==> config.mk <==
export PLATFORM = sky130hd
export DESIGN_NAME = wlan_ap_station_association_table_top
export DESIGN_NICKNAME = d
export VERILOG_FILES = /design/src/sv/apsta_pkg.sv /design/src/sv/wlan_ap_station_association_table_top.sv
export SDC_FILE = /design/constraint.sdc
export NUM_CORES = 2
export LEC_CHECK = 0
export ABC_CLOCK_PERIOD_IN_PS = 9500
export BUFFER_PORTS_ARGS = -buffer_cell sky130_fd_sc_hd__buf_2
export CORE_ASPECT_RATIO = 1.4
export CORE_MARGIN = 2
export CORE_UTILIZATION = 60
export CTS_CLUSTER_SIZE = 24
export DETAILED_ROUTE_END_ITERATION = 6
export GPL_TIMING_DRIVEN = 0
export PLACE_DENSITY = 0.84
export SYNTH_ARGS = -nofsm -noshare
export SYNTH_HDL_FRONTEND = slang
export SYNTH_SLANG_ARGS = --single-unit
==> constraint.sdc <==
create_clock -name clk -period 9.5 [get_ports clk]
set_input_delay 1.425 -clock clk [delete_from_list [all_inputs] [get_ports clk]]
set_output_delay 1.425 -clock clk [all_outputs]
set_load 0.02 [all_outputs]
==> src/sv/apsta_pkg.sv <==
// Shared types and codes for the access-point station association table.
// Request and result payload structs, event/reply codes and station states.
// No dependencies.
package apsta_pkg;

	localparam int ADDR_W    = 48;
	localparam int CFG_IDX_W = 2;

	localparam logic [CFG_IDX_W-1:0] CFG_FOUR_STEP_AUTH = 2'd0;
	localparam logic [CFG_IDX_W-1:0] CFG_UPPER_LAYER    = 2'd1;

	// Event codes
	localparam logic [3:0] ACT_AUTH     = 4'd0;
	localparam logic [3:0] ACT_DEAUTH   = 4'd1;
	localparam logic [3:0] ACT_ASSOC    = 4'd2;
	localparam logic [3:0] ACT_REASSOC  = 4'd3;
	localparam logic [3:0] ACT_DISASSOC = 4'd4;
	localparam logic [3:0] ACT_PROBE    = 4'd5;
	localparam logic [3:0] ACT_DOWNLINK = 4'd6;
	localparam logic [3:0] ACT_UPLINK   = 4'd7;
	localparam logic [3:0] ACT_BEACON   = 4'd8;
	localparam logic [3:0] ACT_CLEAR    = 4'd9;

	// Reply kinds
	localparam logic [2:0] RPL_NONE    = 3'd0;
	localparam logic [2:0] RPL_AUTH    = 3'd1;
	localparam logic [2:0] RPL_DEAUTH  = 3'd2;
	localparam logic [2:0] RPL_ASSOC   = 3'd3;
	localparam logic [2:0] RPL_REASSOC = 3'd4;
	localparam logic [2:0] RPL_PROBE   = 3'd5;
	localparam logic [2:0] RPL_BEACON  = 3'd6;

	// Reply status
	localparam logic [1:0] STS_SUCCESS  = 2'd0;
	localparam logic [1:0] STS_OUT_SEQ  = 2'd1;
	localparam logic [1:0] STS_NOT_AUTH = 2'd2;

	// Data actions
	localparam logic [2:0] DATA_DROP       = 3'd0;
	localparam logic [2:0] DATA_WIRELESS   = 3'd1;
	localparam logic [2:0] DATA_UPPER      = 3'd2;
	localparam logic [2:0] DATA_DISTRIBUTE = 3'd3;
	localparam logic [2:0] DATA_UPPER_DIST = 3'd4;

	// Notifications
	localparam logic [1:0] NTF_NONE     = 2'd0;
	localparam logic [1:0] NTF_ASSOC    = 2'd1;
	localparam logic [1:0] NTF_DISASSOC = 2'd2;

	localparam int MCAST_BIT = 40;

	typedef enum logic [1:0] {
		STA_NONE  = 2'd0,
		STA_AUTH  = 2'd1,
		STA_ASSOC = 2'd2
	} sta_state_t;

	typedef struct packed {
		sta_state_t  state;
		logic [1:0]  expected_seq;
	} entry_t;

	typedef enum logic [1:0] {
		FSM_IDLE = 2'd0,
		FSM_SCAN = 2'd1,
		FSM_EXEC = 2'd2
	} fsm_t;

	typedef struct packed {
		logic [3:0]        action;
		logic [ADDR_W-1:0] station_address;
		logic [15:0]       auth_seq;
		logic              to_ds;
		logic              ssid_ok;
	} req_t;

	typedef struct packed {
		logic [2:0]        reply_kind;
		logic [1:0]        reply_status;
		logic [2:0]        reply_seq;
		logic              reply_is_last;
		logic [ADDR_W-1:0] peer_address;
		logic [2:0]        data_action;
		logic [1:0]        notify_kind;
		logic              table_full;
	} res_t;

endpackage

==> src/sv/wlan_ap_station_association_table_top.sv <==
// Station association table for an access point: address lookup, auth/assoc sequencing.
// Single module; uses apsta_pkg for payload structs, codes and the sequencer states.
//
//   channel | direction | handshake              | payload
//   --------+-----------+------------------------+---------------------------------
//   req     | in        | req_valid / req_stall  | apsta_pkg::req_t
//   res     | out       | res_valid / res_stall  | apsta_pkg::res_t
//   cfg     | in        | cfg_valid / cfg_ready  | cfg_index, cfg_data
//
// A request that matches entry k reads entries 0 to k, one that misses reads every entry,
// and probe, beacon, clear and unknown codes skip the scan. The scan is a linear pass over the
// address memory, one entry per cycle through its single read port.
// Reset clears the valid bits at once; no clearing pass is needed.
// A stalled result waits in the output register; the next request is taken meanwhile
// and holds in its last step until the output register is free.
module wlan_ap_station_association_table_top #(
	parameter int MAX_STATIONS = 32
) (
	input  logic                               clk,
	input  logic                               arst_n,
	input  logic                               req_valid,
	output logic                               req_stall,
	input  apsta_pkg::req_t                    req_data,
	output logic                               res_valid,
	input  logic                               res_stall,
	output apsta_pkg::res_t                    res_data,
	input  logic                               cfg_valid,
	output logic                               cfg_ready,
	input  logic [apsta_pkg::CFG_IDX_W-1:0]    cfg_index,
	input  logic                               cfg_data
);

	localparam int IDX_W = (MAX_STATIONS > 1) ? $clog2(MAX_STATIONS) : 1;
	localparam int CNT_W = $clog2(MAX_STATIONS + 1);

	// Table storage
	logic [apsta_pkg::ADDR_W-1:0] addr_mem [MAX_STATIONS];
	apsta_pkg::entry_t            ent_mem  [MAX_STATIONS];
	logic [MAX_STATIONS-1:0]      valid_q;

	// Configuration
	logic four_step_q;
	logic upper_q;

	// Sequencer
	apsta_pkg::fsm_t state_q, state_n;
	apsta_pkg::req_t req_q;
	logic [CNT_W-1:0] scan_cnt_q;
	logic             hit_q;
	logic [IDX_W-1:0] ent_idx_q;
	apsta_pkg::entry_t ent_q;
	logic             free_q;
	logic [IDX_W-1:0] free_idx_q;

	// Scan pipeline
	logic                         cmp_vld_s1;
	logic [IDX_W-1:0]             cmp_idx_s1;
	logic [apsta_pkg::ADDR_W-1:0] rd_addr_s1;
	apsta_pkg::entry_t            rd_ent_s1;

	// Output register
	logic            res_valid_q;
	apsta_pkg::res_t res_q;

	// Control
	logic accept;
	logic scan_issue;
	logic exec_fire;
	logic needs_scan;
	logic cmp_hit;
	logic cmp_last;
	logic scan_done;

	// Decision
	apsta_pkg::res_t   res_n;
	logic              ent_we;
	logic              addr_we;
	logic              clear_all;
	apsta_pkg::entry_t ent_wdata;
	logic [IDX_W-1:0]  wr_idx;

	assign cfg_ready = 1'b1;
	assign res_valid = res_valid_q;
	assign res_data  = res_q;

	always_ff @(posedge clk or negedge arst_n) begin
		if (!arst_n) begin
			four_step_q <= 1'b1;
			upper_q     <= 1'b0;
		end else if (cfg_valid && cfg_ready) begin
			if (cfg_index == apsta_pkg::CFG_FOUR_STEP_AUTH) begin
				four_step_q <= cfg_data;
			end
			if (cfg_index == apsta_pkg::CFG_UPPER_LAYER) begin
				upper_q <= cfg_data;
			end
		end
	end

	always_comb begin
		unique case (req_data.action)
			apsta_pkg::ACT_AUTH, apsta_pkg::ACT_DEAUTH, apsta_pkg::ACT_ASSOC,
			apsta_pkg::ACT_REASSOC, apsta_pkg::ACT_DISASSOC, apsta_pkg::ACT_DOWNLINK,
			apsta_pkg::ACT_UPLINK: needs_scan = 1'b1;
			default:               needs_scan = 1'b0;
		endcase
	end

	assign cmp_hit  = cmp_vld_s1 && valid_q[cmp_idx_s1] &&
	                  (rd_addr_s1 == req_q.station_address);
	assign cmp_last = cmp_vld_s1 && (cmp_idx_s1 == IDX_W'(MAX_STATIONS - 1));
	assign scan_done = cmp_hit || cmp_last;

	// Next state
	always_comb begin
		state_n = state_q;
		unique case (state_q)
			apsta_pkg::FSM_IDLE: begin
				if (accept) begin
					state_n = needs_scan ? apsta_pkg::FSM_SCAN : apsta_pkg::FSM_EXEC;
				end
			end
			apsta_pkg::FSM_SCAN: begin
				if (scan_done) begin
					state_n = apsta_pkg::FSM_EXEC;
				end
			end
			apsta_pkg::FSM_EXEC: begin
				if (exec_fire) begin
					state_n = apsta_pkg::FSM_IDLE;
				end
			end
			default: state_n = apsta_pkg::FSM_IDLE;
		endcase
	end

	// Sequencer outputs
	always_comb begin
		req_stall  = (state_q != apsta_pkg::FSM_IDLE);
		accept     = req_valid && (state_q == apsta_pkg::FSM_IDLE);
		scan_issue = (state_q == apsta_pkg::FSM_SCAN) && !scan_done &&
		             (scan_cnt_q != CNT_W'(MAX_STATIONS));
		exec_fire  = (state_q == apsta_pkg::FSM_EXEC) && (!res_valid_q || !res_stall);
	end

	always_ff @(posedge clk or negedge arst_n) begin
		if (!arst_n) begin
			state_q    <= apsta_pkg::FSM_IDLE;
			scan_cnt_q <= '0;
			hit_q      <= 1'b0;
			free_q     <= 1'b0;
			cmp_vld_s1 <= 1'b0;
		end else begin
			state_q    <= state_n;
			cmp_vld_s1 <= scan_issue;
			if (accept) begin
				scan_cnt_q <= '0;
				hit_q      <= 1'b0;
				free_q     <= 1'b0;
			end else begin
				if (scan_issue) begin
					scan_cnt_q <= scan_cnt_q + CNT_W'(1);
				end
				if ((state_q == apsta_pkg::FSM_SCAN) && cmp_hit) begin
					hit_q <= 1'b1;
				end
				// remember the lowest free slot in case the station is new
				if ((state_q == apsta_pkg::FSM_SCAN) && cmp_vld_s1 &&
				    !valid_q[cmp_idx_s1] && !free_q) begin
					free_q <= 1'b1;
				end
			end
		end
	end

	always_ff @(posedge clk) begin
		if (accept) begin
			req_q <= req_data;
		end
		if (scan_issue) begin
			cmp_idx_s1 <= scan_cnt_q[IDX_W-1:0];
		end
		if ((state_q == apsta_pkg::FSM_SCAN) && cmp_hit) begin
			ent_idx_q <= cmp_idx_s1;
			ent_q     <= rd_ent_s1;
		end
		if ((state_q == apsta_pkg::FSM_SCAN) && cmp_vld_s1 &&
		    !valid_q[cmp_idx_s1] && !free_q) begin
			free_idx_q <= cmp_idx_s1;
		end
	end

	// Table memories: one read and one write port each
	always_ff @(posedge clk) begin
		if (scan_issue) begin
			rd_addr_s1 <= addr_mem[scan_cnt_q[IDX_W-1:0]];
			rd_ent_s1  <= ent_mem[scan_cnt_q[IDX_W-1:0]];
		end
		if (exec_fire && addr_we) begin
			addr_mem[wr_idx] <= req_q.station_address;
		end
		if (exec_fire && ent_we) begin
			ent_mem[wr_idx] <= ent_wdata;
		end
	end

	always_ff @(posedge clk or negedge arst_n) begin
		if (!arst_n) begin
			valid_q <= '0;
		end else if (exec_fire) begin
			if (clear_all) begin
				valid_q <= '0;
			end else if (addr_we) begin
				valid_q[wr_idx] <= 1'b1;
			end
		end
	end

	assign wr_idx = hit_q ? ent_idx_q : free_idx_q;

	// Event decision
	always_comb begin
		logic       mcast;
		logic [2:0] rseq;
		logic       last;
		apsta_pkg::sta_state_t st;
		logic [1:0] exp_seq;

		mcast     = req_q.station_address[apsta_pkg::MCAST_BIT];
		st        = hit_q ? ent_q.state : apsta_pkg::STA_NONE;
		exp_seq   = hit_q ? ent_q.expected_seq : 2'd1;
		rseq      = 3'(req_q.auth_seq[1:0]) + 3'd1;
		last      = 1'b0;
		res_n     = '0;
		ent_we    = 1'b0;
		addr_we   = 1'b0;
		clear_all = 1'b0;

		unique case (req_q.action)
			apsta_pkg::ACT_AUTH: begin
				if (!hit_q && !free_q) begin
					res_n.table_full = 1'b1;
				end else begin
					addr_we            = !hit_q;
					ent_we             = 1'b1;
					res_n.peer_address = req_q.station_address;
					res_n.reply_kind   = apsta_pkg::RPL_AUTH;
					// sequence 1 always restarts the exchange
					if (req_q.auth_seq == 16'd1) begin
						if (st == apsta_pkg::STA_ASSOC) begin
							res_n.notify_kind = apsta_pkg::NTF_DISASSOC;
						end
						st      = apsta_pkg::STA_NONE;
						exp_seq = 2'd1;
					end
					if (req_q.auth_seq != {14'd0, exp_seq}) begin
						res_n.reply_status = apsta_pkg::STS_OUT_SEQ;
						exp_seq            = 2'd1;
					end else begin
						last                = (rseq == (four_step_q ? 3'd4 : 3'd2));
						res_n.reply_seq     = rseq;
						res_n.reply_is_last = last;
						if (last) begin
							if (st == apsta_pkg::STA_ASSOC) begin
								res_n.notify_kind = apsta_pkg::NTF_DISASSOC;
							end
							st = apsta_pkg::STA_AUTH;
						end else begin
							exp_seq = exp_seq + 2'd2;
						end
					end
				end
			end
			apsta_pkg::ACT_DEAUTH: begin
				if (hit_q) begin
					if (st == apsta_pkg::STA_ASSOC) begin
						res_n.notify_kind  = apsta_pkg::NTF_DISASSOC;
						res_n.peer_address = req_q.station_address;
					end
					ent_we  = 1'b1;
					st      = apsta_pkg::STA_NONE;
					exp_seq = 2'd1;
				end
			end
			apsta_pkg::ACT_ASSOC, apsta_pkg::ACT_REASSOC: begin
				res_n.peer_address = req_q.station_address;
				if (!hit_q || (st == apsta_pkg::STA_NONE)) begin
					res_n.reply_kind   = apsta_pkg::RPL_DEAUTH;
					res_n.reply_status = apsta_pkg::STS_NOT_AUTH;
				end else begin
					if ((req_q.action == apsta_pkg::ACT_ASSOC) &&
					    (st != apsta_pkg::STA_ASSOC)) begin
						res_n.notify_kind = apsta_pkg::NTF_ASSOC;
					end
					res_n.reply_kind = (req_q.action == apsta_pkg::ACT_ASSOC) ?
					                   apsta_pkg::RPL_ASSOC : apsta_pkg::RPL_REASSOC;
					ent_we = 1'b1;
					st     = apsta_pkg::STA_ASSOC;
				end
			end
			apsta_pkg::ACT_DISASSOC: begin
				if (hit_q && (st == apsta_pkg::STA_ASSOC)) begin
					res_n.notify_kind  = apsta_pkg::NTF_DISASSOC;
					res_n.peer_address = req_q.station_address;
					ent_we             = 1'b1;
					st                 = apsta_pkg::STA_AUTH;
				end
			end
			apsta_pkg::ACT_PROBE: begin
				if (req_q.ssid_ok) begin
					res_n.reply_kind   = apsta_pkg::RPL_PROBE;
					res_n.peer_address = req_q.station_address;
				end
			end
			apsta_pkg::ACT_DOWNLINK: begin
				if (mcast || (hit_q && (st == apsta_pkg::STA_ASSOC))) begin
					res_n.data_action = apsta_pkg::DATA_WIRELESS;
				end
			end
			apsta_pkg::ACT_UPLINK: begin
				if (req_q.to_ds) begin
					if (mcast) begin
						res_n.data_action = upper_q ? apsta_pkg::DATA_UPPER_DIST :
						                              apsta_pkg::DATA_DISTRIBUTE;
					end else if (!hit_q) begin
						res_n.data_action = upper_q ? apsta_pkg::DATA_UPPER :
						                              apsta_pkg::DATA_DROP;
					end else if (st == apsta_pkg::STA_ASSOC) begin
						res_n.data_action = apsta_pkg::DATA_DISTRIBUTE;
					end
				end
			end
			apsta_pkg::ACT_BEACON: begin
				res_n.reply_kind   = apsta_pkg::RPL_BEACON;
				res_n.peer_address = '1;
			end
			apsta_pkg::ACT_CLEAR: begin
				clear_all = 1'b1;
			end
			default: begin
				res_n = '0;
			end
		endcase

		ent_wdata.state        = st;
		ent_wdata.expected_seq = exp_seq;
	end

	always_ff @(posedge clk or negedge arst_n) begin
		if (!arst_n) begin
			res_valid_q <= 1'b0;
		end else if (exec_fire) begin
			res_valid_q <= 1'b1;
		end else if (!res_stall) begin
			res_valid_q <= 1'b0;
		end
	end

	always_ff @(posedge clk) begin
		if (exec_fire) begin
			res_q <= res_n;
		end
	end

	// A matched entry is still valid when its event is decided
	a_hit_valid: assert property (@(posedge clk) disable iff (!arst_n)
		(state_q == apsta_pkg::FSM_EXEC) && hit_q |-> valid_q[ent_idx_q])
		else $error("matched entry is not valid");

	// The recorded free slot stays free until the event is decided
	a_free_slot: assert property (@(posedge clk) disable iff (!arst_n)
		(state_q == apsta_pkg::FSM_EXEC) && free_q |-> !valid_q[free_idx_q])
		else $error("free slot is occupied");

	// Firing the decision always leaves a result in the output register
	a_exec_loads: assert property (@(posedge clk) disable iff (!arst_n)
		exec_fire |=> res_valid && (state_q == apsta_pkg::FSM_IDLE))
		else $error("decision did not produce a result");

	// A dropped event carries nothing but the full flag
	a_full_clean: assert property (@(posedge clk) disable iff (!arst_n)
		res_valid && res_data.table_full |->
		(res_data.reply_kind == apsta_pkg::RPL_NONE) &&
		(res_data.notify_kind == apsta_pkg::NTF_NONE) && (res_data.peer_address == '0))
		else $error("table full result carries other fields");

	// The scan never reads past the last entry
	a_scan_bound: assert property (@(posedge clk) disable iff (!arst_n)
		scan_issue |-> (scan_cnt_q < CNT_W'(MAX_STATIONS)))
		else $error("scan index out of range");

endmodule

==> results_dict.tcl <==
set metrics [dict create \
    status "complete, but fails checks" \
    violations "DRC, capacitance limit, slew limit" \
    crit_chain "clkbuf_2 -> clkbuf_1 -> buf_1 -> mux4_2 -> mux4_2 -> mux2_2" \
    h-tree-depth 4 \
    synthesis.instances 3113 \
    critPathMaxFanout 11 \
    first_pass_iters 7 \
    slowest_stage "clkbuf_1" \
    yosysWarnings 0 \
    io_buffers 142 \
    synthArstFlopShare_pct 2.403 \
    cts.sinks 1914 \
    hpwl_um 125300 \
    synth_compound_area_share_pct 1.325 \
    grt_usage_pct 35.74 \
    fmax_mhz 195.3 \
    max-cap-violations 5 \
    start_util_pct 60.45 \
    fp.dieH_um 417.3 \
    power.switching_uw 7193 \
    grt_busiest_layer "met2" \
    use_met3_pct 9.362 \
    drc 2 \
    vias 39030 \
    whs_ns 0.4307 \
    wl_per_cell_um 41.84 \
    p_sw_share_pct 30.99 \
    ioPinCount 144 \
    p_leak_uw 0.02624 \
    synth_seq_area_share_pct 78.20 \
    total_power_uw 23210 \
    internal-power_uw 16020 \
    syn_area_per_cell_um2 23.52 \
    power_density_nw_per_um2 280.1 \
    tightest_slew_ns 1.658 \
    clk_latency_ns 0.85 \
    grt_setup_unrepaired "no" \
    post-cts-setup-buffers 0 \
    grt_max_degree 53 \
    fin_cells 5236 \
    synthSimpleGateAreaFrac_pct 1.598 \
    synthMuxAreaShare_pct 17.22 \
    drt_iter0_markers 7497 \
    synth_area_um2 73200 \
    cp-end-kind "flop" \
    nets 3578 \
    cp-start-kind "flop" \
    met1_usage_pct 43.88 \
    ant_nets 0 \
    synthAdderAreaFrac_pct 0.06837 \
    synth_edf_count 1868 \
    gr-total-overflow 0 \
    finalSetupViolations 0 \
    synthToLayoutAreaGrowth_pct 13.22 \
    peakVddDrop_mv 0.2624 \
    synth-seq-cells 1914 \
    rrSetupSlack_ns 4.38 \
    hold_violations 0 \
    rows 151 \
    cts_resized 0 \
    wl_um 219100 \
    dp.cells 4934 \
    cts_tree "done" \
    synth_xor_area_share_pct 0.5982 \
    grt_pass1_vias 39180 \
    fillers 6474 \
    crit_type "reg -> reg" \
    finalClockSkew_ns 0.05236 \
    ctsHoldBuffers 0 \
    post_synth_num_cell_types 63 \
    root_buffer "clkbuf_16" \
    synth_top_family_by_area "multiplexers" \
    crit_path_max_incr_delay_ns 1.18 \
    share_seq_of_total_power_pct 44.8 \
    slew-limit-headroom_pct -10.55 \
    ctsLongestPathBuffers 3 \
    cp.buffers_inverters 3 \
    fin_crit_ns 5.120 \
    ys.flop_type "edfxtp_1" \
    synth_fp_nets 3195 \
    gp_congestion 0.8817 \
    tns_ns 0 \
    maxSlewViolCount 55 \
    hold_class "reg -> reg" \
    dieArea_um2 124900 \
    antenna_found_initial 9 \
    cp.required_ns 10.10 \
    drive_gt1_share_pct 30.79 \
    crit_family "buffers and inverters" \
    die-width_um 299.2 \
    core_area_um2 121100 \
    vias_per_cell 7.454 \
    crit_top_cell "mux4_2" \
    pwr-share-clk_pct 28.8 \
    post-route-period-util_pct 53.90 \
    clk_pin_slew_ns 0.08 \
    grt_util_met2_pct 56.45 \
    cts_inserted_buffers 166 \
    grt_pass1_wl_um 304900 \
    worstPathArrival_ns 5.72 \
    p_comb_share_pct 26.3 \
]
cell type report:
class                      instances  area (µm²)  area share, %
timing repair buffer             215        2225          2.684
antenna                            5       12.51        0.01510
sequential                      1914       57250          69.07
clock inverter                    91       810.8         0.9783
clock buffer                     206        4345          5.243
tap                             1606        2009          2.425
inverter                          21       83.83         0.1011
multi-input combinational       1028       15500          18.70
buffer                           150       649.4         0.7835
cells by family (layout without fill, tap and decap cells):
family / after synthesis / after routing
other cells: 1 / 6
mux: 595 / 595
flops: 1914 / 1914
buf+inv: 171 / 683
compound gates: 134 / 134
fa+ha+maj: 4 / 4
xor+xnor: 50 / 50
simple gates: 244 / 244
synthesized netlist by cell type (14+ instances only):
master / number / area [µm²]
edfxtp_1: 1868 / 56090
mux4_2: 520 / 11710
nor2_1: 90 / 337.8
clkbuf_1: 86 / 322.8
nand2_1: 64 / 240.2
mux2_2: 56 / 630.6
a21o_1: 49 / 367.9
buf_2: 48 / 240.2
dfrtp_1: 45 / 1126
o21a_1: 34 / 255.2
xnor2_1: 34 / 297.8
inv_1: 21 / 78.83
nor4_1: 17 / 106.4
xor2_1: 16 / 140.1
mux2i_1: 14 / 140.1
nand2b_1: 14 / 87.58
o21ai_0: 14 / 70.07
final timing paths:
path | start | endpoint | cells after the start
setup reg to reg | scan_cnt_q[1] | rd_addr_s1[46] | 6
max in group asynchronous | arst_n | valid_q[25] | 1
min in group asynchronous | arst_n | upper_q | 1
hold reg to reg | rd_ent_s1[0] | ent_q[0] | 0
setup / recovery | scan_cnt_q[1] | rd_addr_s1[46] | 6
hold / removal | rd_ent_s1[0] | ent_q[0] | 0
per-layer routing:
metal / wire length (µm) / share of wire, % / up-vias
met3: 28650 / 13 / 1074
met4: 18760 / 8.6 / 10
met5: 161 / 0.073 / -
li1: - / - / 13960
met2: 105500 / 48 / 4277
met1: 66050 / 30 / 19710
sequential cells by signal, indices dropped and copies added, names as in the netlist, 4 cells and up:
register / cells
scan_cnt_q: 6
addr_mem: 1536
valid_q: 32
ent_q: 4
free_idx_q: 5
rd_addr_s1: 48
res_data: 63
req_q: 70
ent_mem: 128
cmp_idx_s1: 5
rd_ent_s1: 4
ent_idx_q: 5
metrics by stage:
stage          util, %  setup WS, ns  instance area (µm²)
4_1_cts          68.42         4.698                82870
3_5_place_dp     64.17         4.334                77710
5_1_grt          68.43         4.623                82870
6_report         68.44         4.380                82880
2_1_floorplan        -         1.486                73200
3_3_place_gp     62.69        -4.516                75920
worst register-to-register path: stages (launching register included):
cell and delay [ns]:
dfrtp_1 0.52, clkbuf_2 0.73, clkbuf_1 1.19, buf_1 1.11
mux4_2 0.49, mux4_2 0.55, mux2_2 0.31
cells in the final DEF (no fill, tap or decap), types with 14 or more instances in the layout:
master and n:
mux2i_1 14, mux2_2 56, clkbuf_1 120, buf_2 190, clkbuf_16 167, nand2_1 64, xor2_1 16, nor2_1 58
clkinv_2 25, edfxtp_1 1868, o21a_1 34, a21o_1 49, clkinv_1 36, xnor2_1 34, buf_12 60, mux4_2 520
dfrtp_1 45, nand2b_1 14, o21ai_0 14, nor4_1 16, inv_1 19, nor2_4 32
power by group through the flow:
stage / sequential [µW] / combinational [µW] / clock [µW]
after detailed placement: 10500 / 5700 / 0
after global placement: 10500 / 5410 / 0
after CTS: 10400 / 5940 / 6660
after floorplan: 10400 / 3660 / 0
final: 10400 / 6110 / 6690
after global routing: 10400 / 6160 / 6930
No activity file was read; power rests on OpenSTA's default activity.
